## src/hdl/cdd_pkg.sv

```systemverilog
// shared types, constants and helpers for the capability descriptor decoder
package cdd_pkg;

    // permission mask geometry
    localparam int MASK_BITS  = 128;
    localparam int GROUP_SPAN = 24;
    localparam int NUM_ROWS   = (MASK_BITS + GROUP_SPAN - 1) / GROUP_SPAN;
    localparam int ROW_AW     = (NUM_ROWS > 1) ? $clog2(NUM_ROWS) : 1;

    // descriptor type prefixes (top 12 bits) and their match masks
    localparam logic [11:0] RANGE_MASK   = 12'hFFE;
    localparam logic [11:0] RANGE_CODE   = 12'hFF8;
    localparam logic [11:0] IRQ_MASK     = 12'hF00;
    localparam logic [11:0] IRQ_CODE     = 12'hE00;
    localparam logic [11:0] SVC_MASK     = 12'hF80;
    localparam logic [11:0] SVC_CODE     = 12'hF00;
    localparam logic [11:0] HANDLE_MASK  = 12'hFF0;
    localparam logic [11:0] HANDLE_CODE  = 12'hFE0;
    localparam logic [11:0] FLAGS_MASK   = 12'hFF8;
    localparam logic [11:0] FLAGS_CODE   = 12'hFF0;
    localparam logic [11:0] PAGE_CODE    = 12'hFFE;
    localparam logic [11:0] VERSION_MASK = 12'hFE0;
    localparam logic [11:0] VERSION_CODE = 12'hFC0;
    localparam logic [31:0] UNUSED_WORD  = 32'hFFFF_FFFF;

    // request codes
    localparam logic REQ_DECODE = 1'b0;
    localparam logic REQ_READ   = 1'b1;

    // result classes
    typedef enum logic [3:0] {
        KIND_UNUSED    = 4'd0,
        KIND_IRQ       = 4'd1,
        KIND_SVC       = 4'd2,
        KIND_HANDLES   = 4'd3,
        KIND_FLAGS     = 4'd4,
        KIND_RANGE_HLD = 4'd5,
        KIND_RANGE     = 4'd6,
        KIND_PAGE      = 4'd7,
        KIND_VERSION   = 4'd8,
        KIND_UNHANDLED = 4'd9,
        KIND_READ      = 4'd10
    } kind_t;

    typedef struct packed {
        logic        req_type;
        logic [31:0] descriptor;
        logic        last_word;
        logic [2:0]  group_select;
    } cdd_in_t;

    typedef struct packed {
        kind_t       kind;
        logic        range_dropped;
        logic        map_valid;
        logic [31:0] map_base;
        logic [31:0] map_length;
        logic        map_writable;
        logic        map_extra_flag;
        logic [9:0]  handle_count;
        logic [15:0] misc_flags;
        logic [15:0] version_word;
        logic [23:0] group_bits;
    } cdd_out_t;

    // bits of a group that lie inside the mask
    function automatic logic [GROUP_SPAN-1:0] group_limit_mask(input logic [2:0] g);
        logic [GROUP_SPAN-1:0] m;
        m = '0;
        for (int k = 0; k < GROUP_SPAN; k++)
        begin
            m[k] = ((int'(g) * GROUP_SPAN + k) < MASK_BITS);
        end
        return m;
    endfunction

endpackage

```

## src/hdl/capability_descriptor_decoder_unit.sv

```systemverilog
// capability descriptor decoder: classification, range pairing and syscall mask memory
//
//  channel | direction | handshake           | payload
//  --------+-----------+---------------------+----------------------------------
//  in      | input     | in_valid / in_ready | cdd_in_t: request, descriptor word
//  out     | output    | out_valid/out_ready | cdd_out_t: class, mapping, regs
//
// one item is accepted every cycle while the output does not stall; its result
// passes the decode stage register (with the mask row read), then the buffer
// the mask is a row-per-group memory with per-bit write enables, so group writes
// need no read-back; a read follows a write to the same row with no interlock
// reset clears the row valid bits at once, no clearing pass; rows not yet written read zero
// in_ready comes from registers only; a stalled output fills the buffer, then stops input
module capability_descriptor_decoder_unit
    import cdd_pkg::*;
(
    input  logic     clk,
    input  logic     rst_n,
    input  logic     in_valid,
    output logic     in_ready,
    input  cdd_in_t  in_item,
    output logic     out_valid,
    input  logic     out_ready,
    output cdd_out_t out_item
);

    // mask memory
    logic [GROUP_SPAN-1:0] mask_mem [NUM_ROWS];
    logic [NUM_ROWS-1:0]   row_valid_reg;
    logic [NUM_ROWS-1:0]   row_valid_next;
    logic [GROUP_SPAN-1:0] rd_data_reg;
    logic                  rd_hit_reg;
    logic [2:0]            rd_group_reg;

    // decode state
    logic        pending_valid_reg;
    logic        pending_valid_next;
    logic [20:0] pending_start_reg;
    logic [20:0] pending_start_next;
    logic [9:0]  handle_reg;
    logic [9:0]  handle_next;
    logic [15:0] flag_reg;
    logic [15:0] flag_next;
    logic [15:0] version_reg;
    logic [15:0] version_next;

    // stage register
    logic     stage_valid_reg;
    logic     stage_valid_next;
    cdd_out_t stage_reg;
    cdd_out_t stage_res;

    // buffer side
    logic     buf_ready;
    logic     advance;
    logic     in_fire;
    cdd_out_t stage_out;

    // write port
    logic                  mem_we;
    logic [ROW_AW-1:0]     mem_waddr;
    logic [GROUP_SPAN-1:0] mem_wdata;
    logic [GROUP_SPAN-1:0] mem_bit_en;
    logic [ROW_AW-1:0]     rd_addr;
    logic                  rd_in_range;

    assign advance  = stage_valid_reg && buf_ready;
    assign in_ready = !stage_valid_reg || buf_ready;
    assign in_fire  = in_valid && in_ready;

    // descriptor decode and next state
    always_comb
    begin
        logic [11:0]           dtype;
        logic [31:0]           d;
        logic [GROUP_SPAN-1:0] bits;
        logic [GROUP_SPAN-1:0] fill;
        logic [19:0]           diff;
        logic [2:0]            wgrp;

        d    = in_item.descriptor;
        dtype = d[31:20];
        bits = d[GROUP_SPAN-1:0];
        wgrp = d[26:24];
        diff = d[19:0] - pending_start_reg[19:0];

        // smear toward bit 0: every bit up to the highest set one
        fill = bits;
        fill = fill | (fill >> 1);
        fill = fill | (fill >> 2);
        fill = fill | (fill >> 4);
        fill = fill | (fill >> 8);
        fill = fill | (fill >> 16);

        pending_valid_next = pending_valid_reg;
        pending_start_next = pending_start_reg;
        handle_next        = handle_reg;
        flag_next          = flag_reg;
        version_next       = version_reg;
        row_valid_next     = row_valid_reg;
        mem_we             = 1'b0;
        mem_waddr          = wgrp[ROW_AW-1:0];
        mem_wdata          = bits;
        mem_bit_en         = fill;

        stage_res                = '0;
        stage_res.kind           = KIND_UNHANDLED;

        if (in_item.req_type == REQ_READ)
        begin
            stage_res.kind = KIND_READ;
        end
        else if ((dtype & RANGE_MASK) == RANGE_CODE)
        begin
            if (pending_valid_reg)
            begin
                stage_res.kind           = KIND_RANGE;
                stage_res.map_valid      = 1'b1;
                stage_res.map_base       = {pending_start_reg[19:0], 12'h000};
                stage_res.map_length     = {diff, 12'h000};
                stage_res.map_writable   = pending_start_reg[20];
                stage_res.map_extra_flag = d[20];
                pending_valid_next       = 1'b0;
                pending_start_next       = '0;
            end
            else if (in_item.last_word)
            begin
                stage_res.kind          = KIND_RANGE;
                stage_res.range_dropped = 1'b1;
            end
            else
            begin
                stage_res.kind     = KIND_RANGE_HLD;
                pending_valid_next = 1'b1;
                pending_start_next = d[20:0];
            end
        end
        else
        begin
            if (pending_valid_reg)
            begin
                stage_res.range_dropped = 1'b1;
                pending_valid_next      = 1'b0;
                pending_start_next      = '0;
            end
            if (d == UNUSED_WORD)
            begin
                stage_res.kind = KIND_UNUSED;
            end
            else if ((dtype & IRQ_MASK) == IRQ_CODE)
            begin
                stage_res.kind = KIND_IRQ;
            end
            else if ((dtype & SVC_MASK) == SVC_CODE)
            begin
                stage_res.kind = KIND_SVC;
                if ((bits != '0) && (int'(wgrp) < NUM_ROWS))
                begin
                    mem_we = 1'b1;
                    // first write of a row also clears the bits above the fill
                    if (!row_valid_reg[wgrp[ROW_AW-1:0]])
                    begin
                        mem_bit_en = '1;
                    end
                    row_valid_next[wgrp[ROW_AW-1:0]] = 1'b1;
                end
            end
            else if ((dtype & HANDLE_MASK) == HANDLE_CODE)
            begin
                stage_res.kind = KIND_HANDLES;
                handle_next    = d[9:0];
            end
            else if ((dtype & FLAGS_MASK) == FLAGS_CODE)
            begin
                stage_res.kind = KIND_FLAGS;
                flag_next      = d[15:0];
            end
            else if (dtype == PAGE_CODE)
            begin
                stage_res.kind         = KIND_PAGE;
                stage_res.map_valid    = 1'b1;
                stage_res.map_base     = {d[19:0], 12'h000};
                stage_res.map_length   = 32'h0000_1000;
                stage_res.map_writable = 1'b1;
            end
            else if ((dtype & VERSION_MASK) == VERSION_CODE)
            begin
                stage_res.kind = KIND_VERSION;
                version_next   = d[15:0];
            end
            else
            begin
                stage_res.kind = KIND_UNHANDLED;
            end
        end

        // end of list drops anything held
        if ((in_item.req_type == REQ_DECODE) && in_item.last_word)
        begin
            pending_valid_next = 1'b0;
            pending_start_next = '0;
        end

        stage_res.handle_count = handle_next;
        stage_res.misc_flags   = flag_next;
        stage_res.version_word = version_next;
    end

    // read address of the requested group
    assign rd_addr     = in_item.group_select[ROW_AW-1:0];
    assign rd_in_range = (int'(in_item.group_select) < NUM_ROWS);

    // stage occupancy
    always_comb
    begin
        stage_valid_next = stage_valid_reg;
        if (in_fire)
        begin
            stage_valid_next = 1'b1;
        end
        else if (advance)
        begin
            stage_valid_next = 1'b0;
        end
    end

    // control and decode registers
    always_ff @(posedge clk or negedge rst_n)
    begin
        if (!rst_n)
        begin
            stage_valid_reg   <= 1'b0;
            pending_valid_reg <= 1'b0;
            pending_start_reg <= '0;
            handle_reg        <= '0;
            flag_reg          <= '0;
            version_reg       <= '0;
            row_valid_reg     <= '0;
        end
        else
        begin
            stage_valid_reg <= stage_valid_next;
            if (in_fire)
            begin
                pending_valid_reg <= pending_valid_next;
                pending_start_reg <= pending_start_next;
                handle_reg        <= handle_next;
                flag_reg          <= flag_next;
                version_reg       <= version_next;
                row_valid_reg     <= row_valid_next;
            end
        end
    end

    // mask memory write with per-bit enables
    always_ff @(posedge clk)
    begin
        if (in_fire && mem_we)
        begin
            for (int k = 0; k < GROUP_SPAN; k++)
            begin
                if (mem_bit_en[k])
                begin
                    mask_mem[mem_waddr][k] <= mem_wdata[k];
                end
            end
        end
    end

    // mask memory read and stage payload
    always_ff @(posedge clk)
    begin
        if (in_fire)
        begin
            rd_data_reg  <= mask_mem[rd_addr];
            rd_hit_reg   <= rd_in_range && row_valid_reg[rd_addr];
            rd_group_reg <= in_item.group_select;
            stage_reg    <= stage_res;
        end
    end

    // merge the read row into the result
    always_comb
    begin
        stage_out = stage_reg;
        if ((stage_reg.kind == KIND_READ) && rd_hit_reg)
        begin
            stage_out.group_bits = rd_data_reg & group_limit_mask(rd_group_reg);
        end
        else
        begin
            stage_out.group_bits = '0;
        end
    end

    cdd_skid u_skid (
        .clk       (clk),
        .rst_n     (rst_n),
        .in_valid  (stage_valid_reg),
        .in_ready  (buf_ready),
        .in_item   (stage_out),
        .out_valid (out_valid),
        .out_ready (out_ready),
        .out_item  (out_item)
    );

endmodule

```

## src/hdl/cdd_skid.sv

```systemverilog
// two-entry output buffer with a registered ready toward the decoder
module cdd_skid
    import cdd_pkg::*;
(
    input  logic     clk,
    input  logic     rst_n,
    input  logic     in_valid,
    output logic     in_ready,
    input  cdd_out_t in_item,
    output logic     out_valid,
    input  logic     out_ready,
    output cdd_out_t out_item
);

    logic     main_valid_reg;
    logic     main_valid_next;
    logic     skid_valid_reg;
    logic     skid_valid_next;
    cdd_out_t main_reg;
    cdd_out_t skid_reg;
    logic     in_fire;
    logic     main_free;

    assign in_ready  = !skid_valid_reg;
    assign in_fire   = in_valid && !skid_valid_reg;
    assign main_free = out_ready || !main_valid_reg;
    assign out_valid = main_valid_reg;
    assign out_item  = main_reg;

    // occupancy
    always_comb
    begin
        main_valid_next = main_valid_reg;
        skid_valid_next = skid_valid_reg;
        if (main_free)
        begin
            main_valid_next = skid_valid_reg || in_fire;
            skid_valid_next = 1'b0;
        end
        else if (in_fire)
        begin
            skid_valid_next = 1'b1;
        end
    end

    always_ff @(posedge clk or negedge rst_n)
    begin
        if (!rst_n)
        begin
            main_valid_reg <= 1'b0;
            skid_valid_reg <= 1'b0;
        end
        else
        begin
            main_valid_reg <= main_valid_next;
            skid_valid_reg <= skid_valid_next;
        end
    end

    // payload
    always_ff @(posedge clk)
    begin
        if (main_free)
        begin
            main_reg <= skid_valid_reg ? skid_reg : in_item;
        end
        else if (in_fire)
        begin
            skid_reg <= in_item;
        end
    end

endmodule

```

## config.mk

```make
export PLATFORM = sky130hd
export DESIGN_NAME = capability_descriptor_decoder_unit
export DESIGN_NICKNAME = d
export VERILOG_FILES = /design/src/hdl/cdd_pkg.sv /design/src/hdl/capability_descriptor_decoder_unit.sv /design/src/hdl/cdd_skid.sv
export SDC_FILE = /design/constraint.sdc
export NUM_CORES = 1
export LEC_CHECK = 0
export BUFFER_PORTS_ARGS = -buffer_cell sky130_fd_sc_hd__clkbuf_2
export CAP_MARGIN = 30
export CORE_MARGIN = 2
export CORE_UTILIZATION = 30
export DETAILED_ROUTE_END_ITERATION = 7
export PLACE_DENSITY = 0.51
export RECOVER_POWER = 25
export SETUP_SLACK_MARGIN = 0.1
export SYNTH_ARGS = -nofsm -noshare
export SYNTH_HDL_FRONTEND = slang
export SYNTH_SLANG_ARGS = --single-unit
```

## constraint.sdc

```tcl
create_clock -name clk -period 17.7 [get_ports clk]
set_input_delay 0.885 -clock clk [delete_from_list [all_inputs] [get_ports clk]]
set_output_delay 0.885 -clock clk [all_outputs]
set_load 0.1 [all_outputs]
```

==> impl_metrics.py <==
metrics = {
    "run_status": {
        "status": "complete, but fails checks",
        "violations": "capacitance limit, slew limit",
    },
    "worst_hold_path": {
        "hold_depth": 0,
        "hp-start": "stage_out[63]$_DFFE_PP_",
        "whs_endpoint": "u_skid.skid_reg[63]$_DFFE_PP_",
        "hold_path_class": "reg -> reg",
    },
    "worst_setup_path": {
        "crit_path_end_kind": "flop",
        "crit_chain": "buf_2, buf_4, clkbuf_1, mux4_2, nor2_1, a21oi_1",
        "critPathMaxStageDelay_ns": 2.45,
        "worstSetupPathType": "in -> reg",
        "cp_data_arrival_time_ns": 4.67,
        "r2r-end": "flag_reg[15]$_DFFE_PN0P_",
        "r2r_slack_ns": 14.16,
        "reg2regPathDepth": 6,
        "r2r_start": "u_skid.skid_valid_reg$_DFFE_PN0P_",
        "cp_max_fo": 41,
        "required_ns": 17.90,
        "slowest_stage": "clkbuf_1",
        "startpoint_type": "input port",
    },
    "yosys": {
        "synth.avg_cell_area_sq_um": 15.5,
        "synth.distinct_cells": 72,
        "ys_ff_latch": 563,
        "synth_top_area_share_pct": 62.5,
        "async_flop_share_pct": 13.0,
        "syn_inst": 1515,
        "yosys.area.top_type": "edfxtp_1",
        "yosysSeqAreaShare_pct": 70.3,
        "synth-main-ff-cell": "edfxtp_1",
        "yosysWarnings": 0,
        "synthTopCellsByArea": "edfxtp_1 (63%), mux2_2 (7.9%), dfrtp_1 (7.8%)",
        "synth_area_sq_mm": 0.0235,
        "synth_edf_count": 490,
    },
    "sta": {
        "setup_viol": 0,
        "slew_headroom_pct": -130,
        "finalCritPeriodShare_pct": 25.2,
        "hold_viol_final": 0,
        "fmax_ghz": 0.224,
        "slew_violations": 197,
        "rsz0062_at_grt": "false",
        "finalClockSkew_ns": 0.0153,
        "worst_pin_slew_ns": 3.44,
        "setup_tns_ns": 0,
        "post-route-min-period_ns": 4.46,
    },
    "final_layout": {
        "stdcell_count": 2764,
        "layout-drive-gt1-share_pct": 27.2,
        "area_delta_synth_final_pct": 16.3,
        "multi_input_area_sq_mm": 0.00639,
        "largest_reg_flops": 144,
        "regArea_sq_mm": 0.0165,
        "nets": 1736,
        "fillers": 7596,
    },
    "global_route": {
        "grt_pass1_vias": 13200,
        "grt_pass1_wl_mm": 84.9,
        "overflow": 0,
        "grtUsageTotal_pct": 13.8,
        "grt_max_degree": 71,
        "antenna_found_initial": 8,
    },
    "clocking": {
        "clk_path_buf_depth": 3,
        "cts_buffers": 60,
        "cts_tree": "built",
        "insertion_delay_ns": 0.63,
        "cts_resized": 0,
        "postCtsHoldBufs": 0,
        "post-cts-setup-buffers": 0,
        "clock-sinks": 563,
        "cts_root_buf": "clkbuf_16",
        "clkTransAtPathRegs_ns": 0.06,
        "h-tree-depth": 2,
    },
    "floorplan": {
        "initial_core_util_pct": 30.3,
        "dieArea_sq_mm": 0.0807,
        "pin_count": 181,
        "die-width_um": 284,
        "core_sq_mm": 0.0776,
        "rows": 102,
        "die_h_um": 284,
    },
    "placement": {
        "place_congestion": 0.762,
        "io_buffers": 156,
        "hpwl_mm": 34.6,
        "placedCellCount": 2646,
    },
    "power_and_ir_drop": {
        "power_density_mw_per_mm2": 119,
        "p_leak_nw": 10.4,
        "irDropWorstVdd_uv": 63.3,
    },
    "detailed_routing": {
        "drt_iter0_markers": 796,
        "ant_nets": 0,
        "via_per_inst": 4.65,
        "dr.pass1.iters": 5,
        "vias": 12900,
        "routed_wl_mm": 56.0,
        "route.detailed.drc": 0,
        "post_drt_wl_per_cell_um": 20.3,
    },
    "run": {
        "max_cap_violations": 5,
    },
}
## worst max-delay path by stage
stage	cells after the start	start	endpoint	slack, ns
4_1_cts	6	u_skid.skid_valid_reg$_DFFE_PN0P_	flag_reg[2]$_DFFE_PN0P_	13.56
5_1_grt	6	in_item[0]	rd_data_reg[17]$_DFFE_PP_	12.81
3_5_place_dp	6	u_skid.skid_valid_reg$_DFFE_PN0P_	flag_reg[2]$_DFFE_PN0P_	13.58
2_1_floorplan	2	u_skid.out_valid$_DFFE_PN0N_	u_skid.skid_reg[0]$_DFFE_PP_	4.44
6_report	6	in_item[0]	rd_data_reg[1]$_DFFE_PP_	13.24
3_3_place_gp	6	u_skid.skid_valid_reg$_DFFE_PN0P_	flag_reg[4]$_DFFE_PN0P_	13.70
## routing by layer
metal	vias up	track usage, %	share of wire, %
met2	316	21.5	46
met5	-	0	0.11
met4	10	3.88	2.3
met3	94	3.03	5.5
met1	6516	19.3	46
li1	5914	-	-
## cells in the mapped netlist (3+ instances only)
library cell,number
clkbuf_1,59
mux2_1,30
nor3b_1,3
nand4_1,6
a22o_1,23
or3_1,6
nand3b_1,4
mux4_2,25
and3_1,7
xnor2_1,5
buf_6,5
buf_1,6
nor2_1,184
mux2_2,165
inv_1,37
a31oi_1,5
buf_4,31
edfxtp_1,490
ha_1,23
mux2i_1,26
or4_1,7
dfrtp_1,73
nand3_1,9
nor4_4,4
nor2b_1,3
xor2_1,11
nand2b_1,22
o21ai_0,30
and2_1,26
a21o_1,7
nand2_1,44
a21oi_1,60
buf_2,10
nor4_1,4
nor3_1,20
## stage by stage
step,power [W],worst slack (ns),hold WS (ns),util (%),area (sq um)
2_1_floorplan,0.00191,4.44,0.422,-,23600
3_3_place_gp,0.00199,13.70,0.429,32.6,25300
3_5_place_dp,0.00200,13.58,0.432,32.7,25400
4_1_cts,0.00331,13.56,0.156,35.3,27400
5_1_grt,0.00338,12.81,0.445,35.3,27400
6_report,0.00327,13.24,0.440,35.3,27400
## cells by family (layout without fill, tap and decap cells)
kind of cell    after synthesis  after routing  synth area share, %
other cells                   1             26               0.0159
buf+inv                     149            333                 3.08
mux                         246            246                 12.8
xor+xnor                     16             16                0.595
simple gates                369            369                 7.87
fa+ha+maj                    25             25                 1.39
flops                       563            563                 70.3
compound gates              146            146                 3.96
## where the power goes
group / internal [W] / switching, W / leakage (nW)
Combinational: 0.0000743 / 0.000337 / 3.72
Sequential: 0.00152 / 0.0000304 / 5.72
Clock: 0.000770 / 0.000534 / 1.01
Total: 0.00237 / 0.000902 / 10.4
## critical path, delay by kind of cell
kind                   cells  cell delay, ns
AO/OA/AOI/OAI              1            0.12
buffers and inverters      3            2.78
multiplexers               1            0.73
AND/OR/NAND/NOR            1            0.11
## final cells by class
| class | instances | area share (%) |
|---|---|---|
| multi-input cells | 826 | 23.3 |
| diodes | 2 | 0.0183 |
| clock buffers | 75 | 5.95 |
| repair buffers | 181 | 3.45 |
| flip-flops and latches | 563 | 60.4 |
| clock inverters | 39 | 1.54 |
| inverters | 38 | 0.530 |
| well taps | 1040 | 4.75 |
## layout by cell type, fill, tap and decap left out, types with 11 or more instances in the layout
cell and instances:
a21oi_1 60, a22o_1 23, and2_1 26, buf_4 12
clkbuf_1 39, clkbuf_16 62, clkbuf_2 135, clkinv_2 17
conb_1 24, dfrtp_1 72, edfxtp_1 490, ha_1 23
inv_1 36, mux2_1 30, mux2_2 165, mux2i_1 26
mux4_2 25, nand2_1 44, nand2b_1 19, nor2_1 184
nor3_1 19, o21ai_0 30, xor2_1 11
No activity file was read; power rests on OpenSTA's default activity.
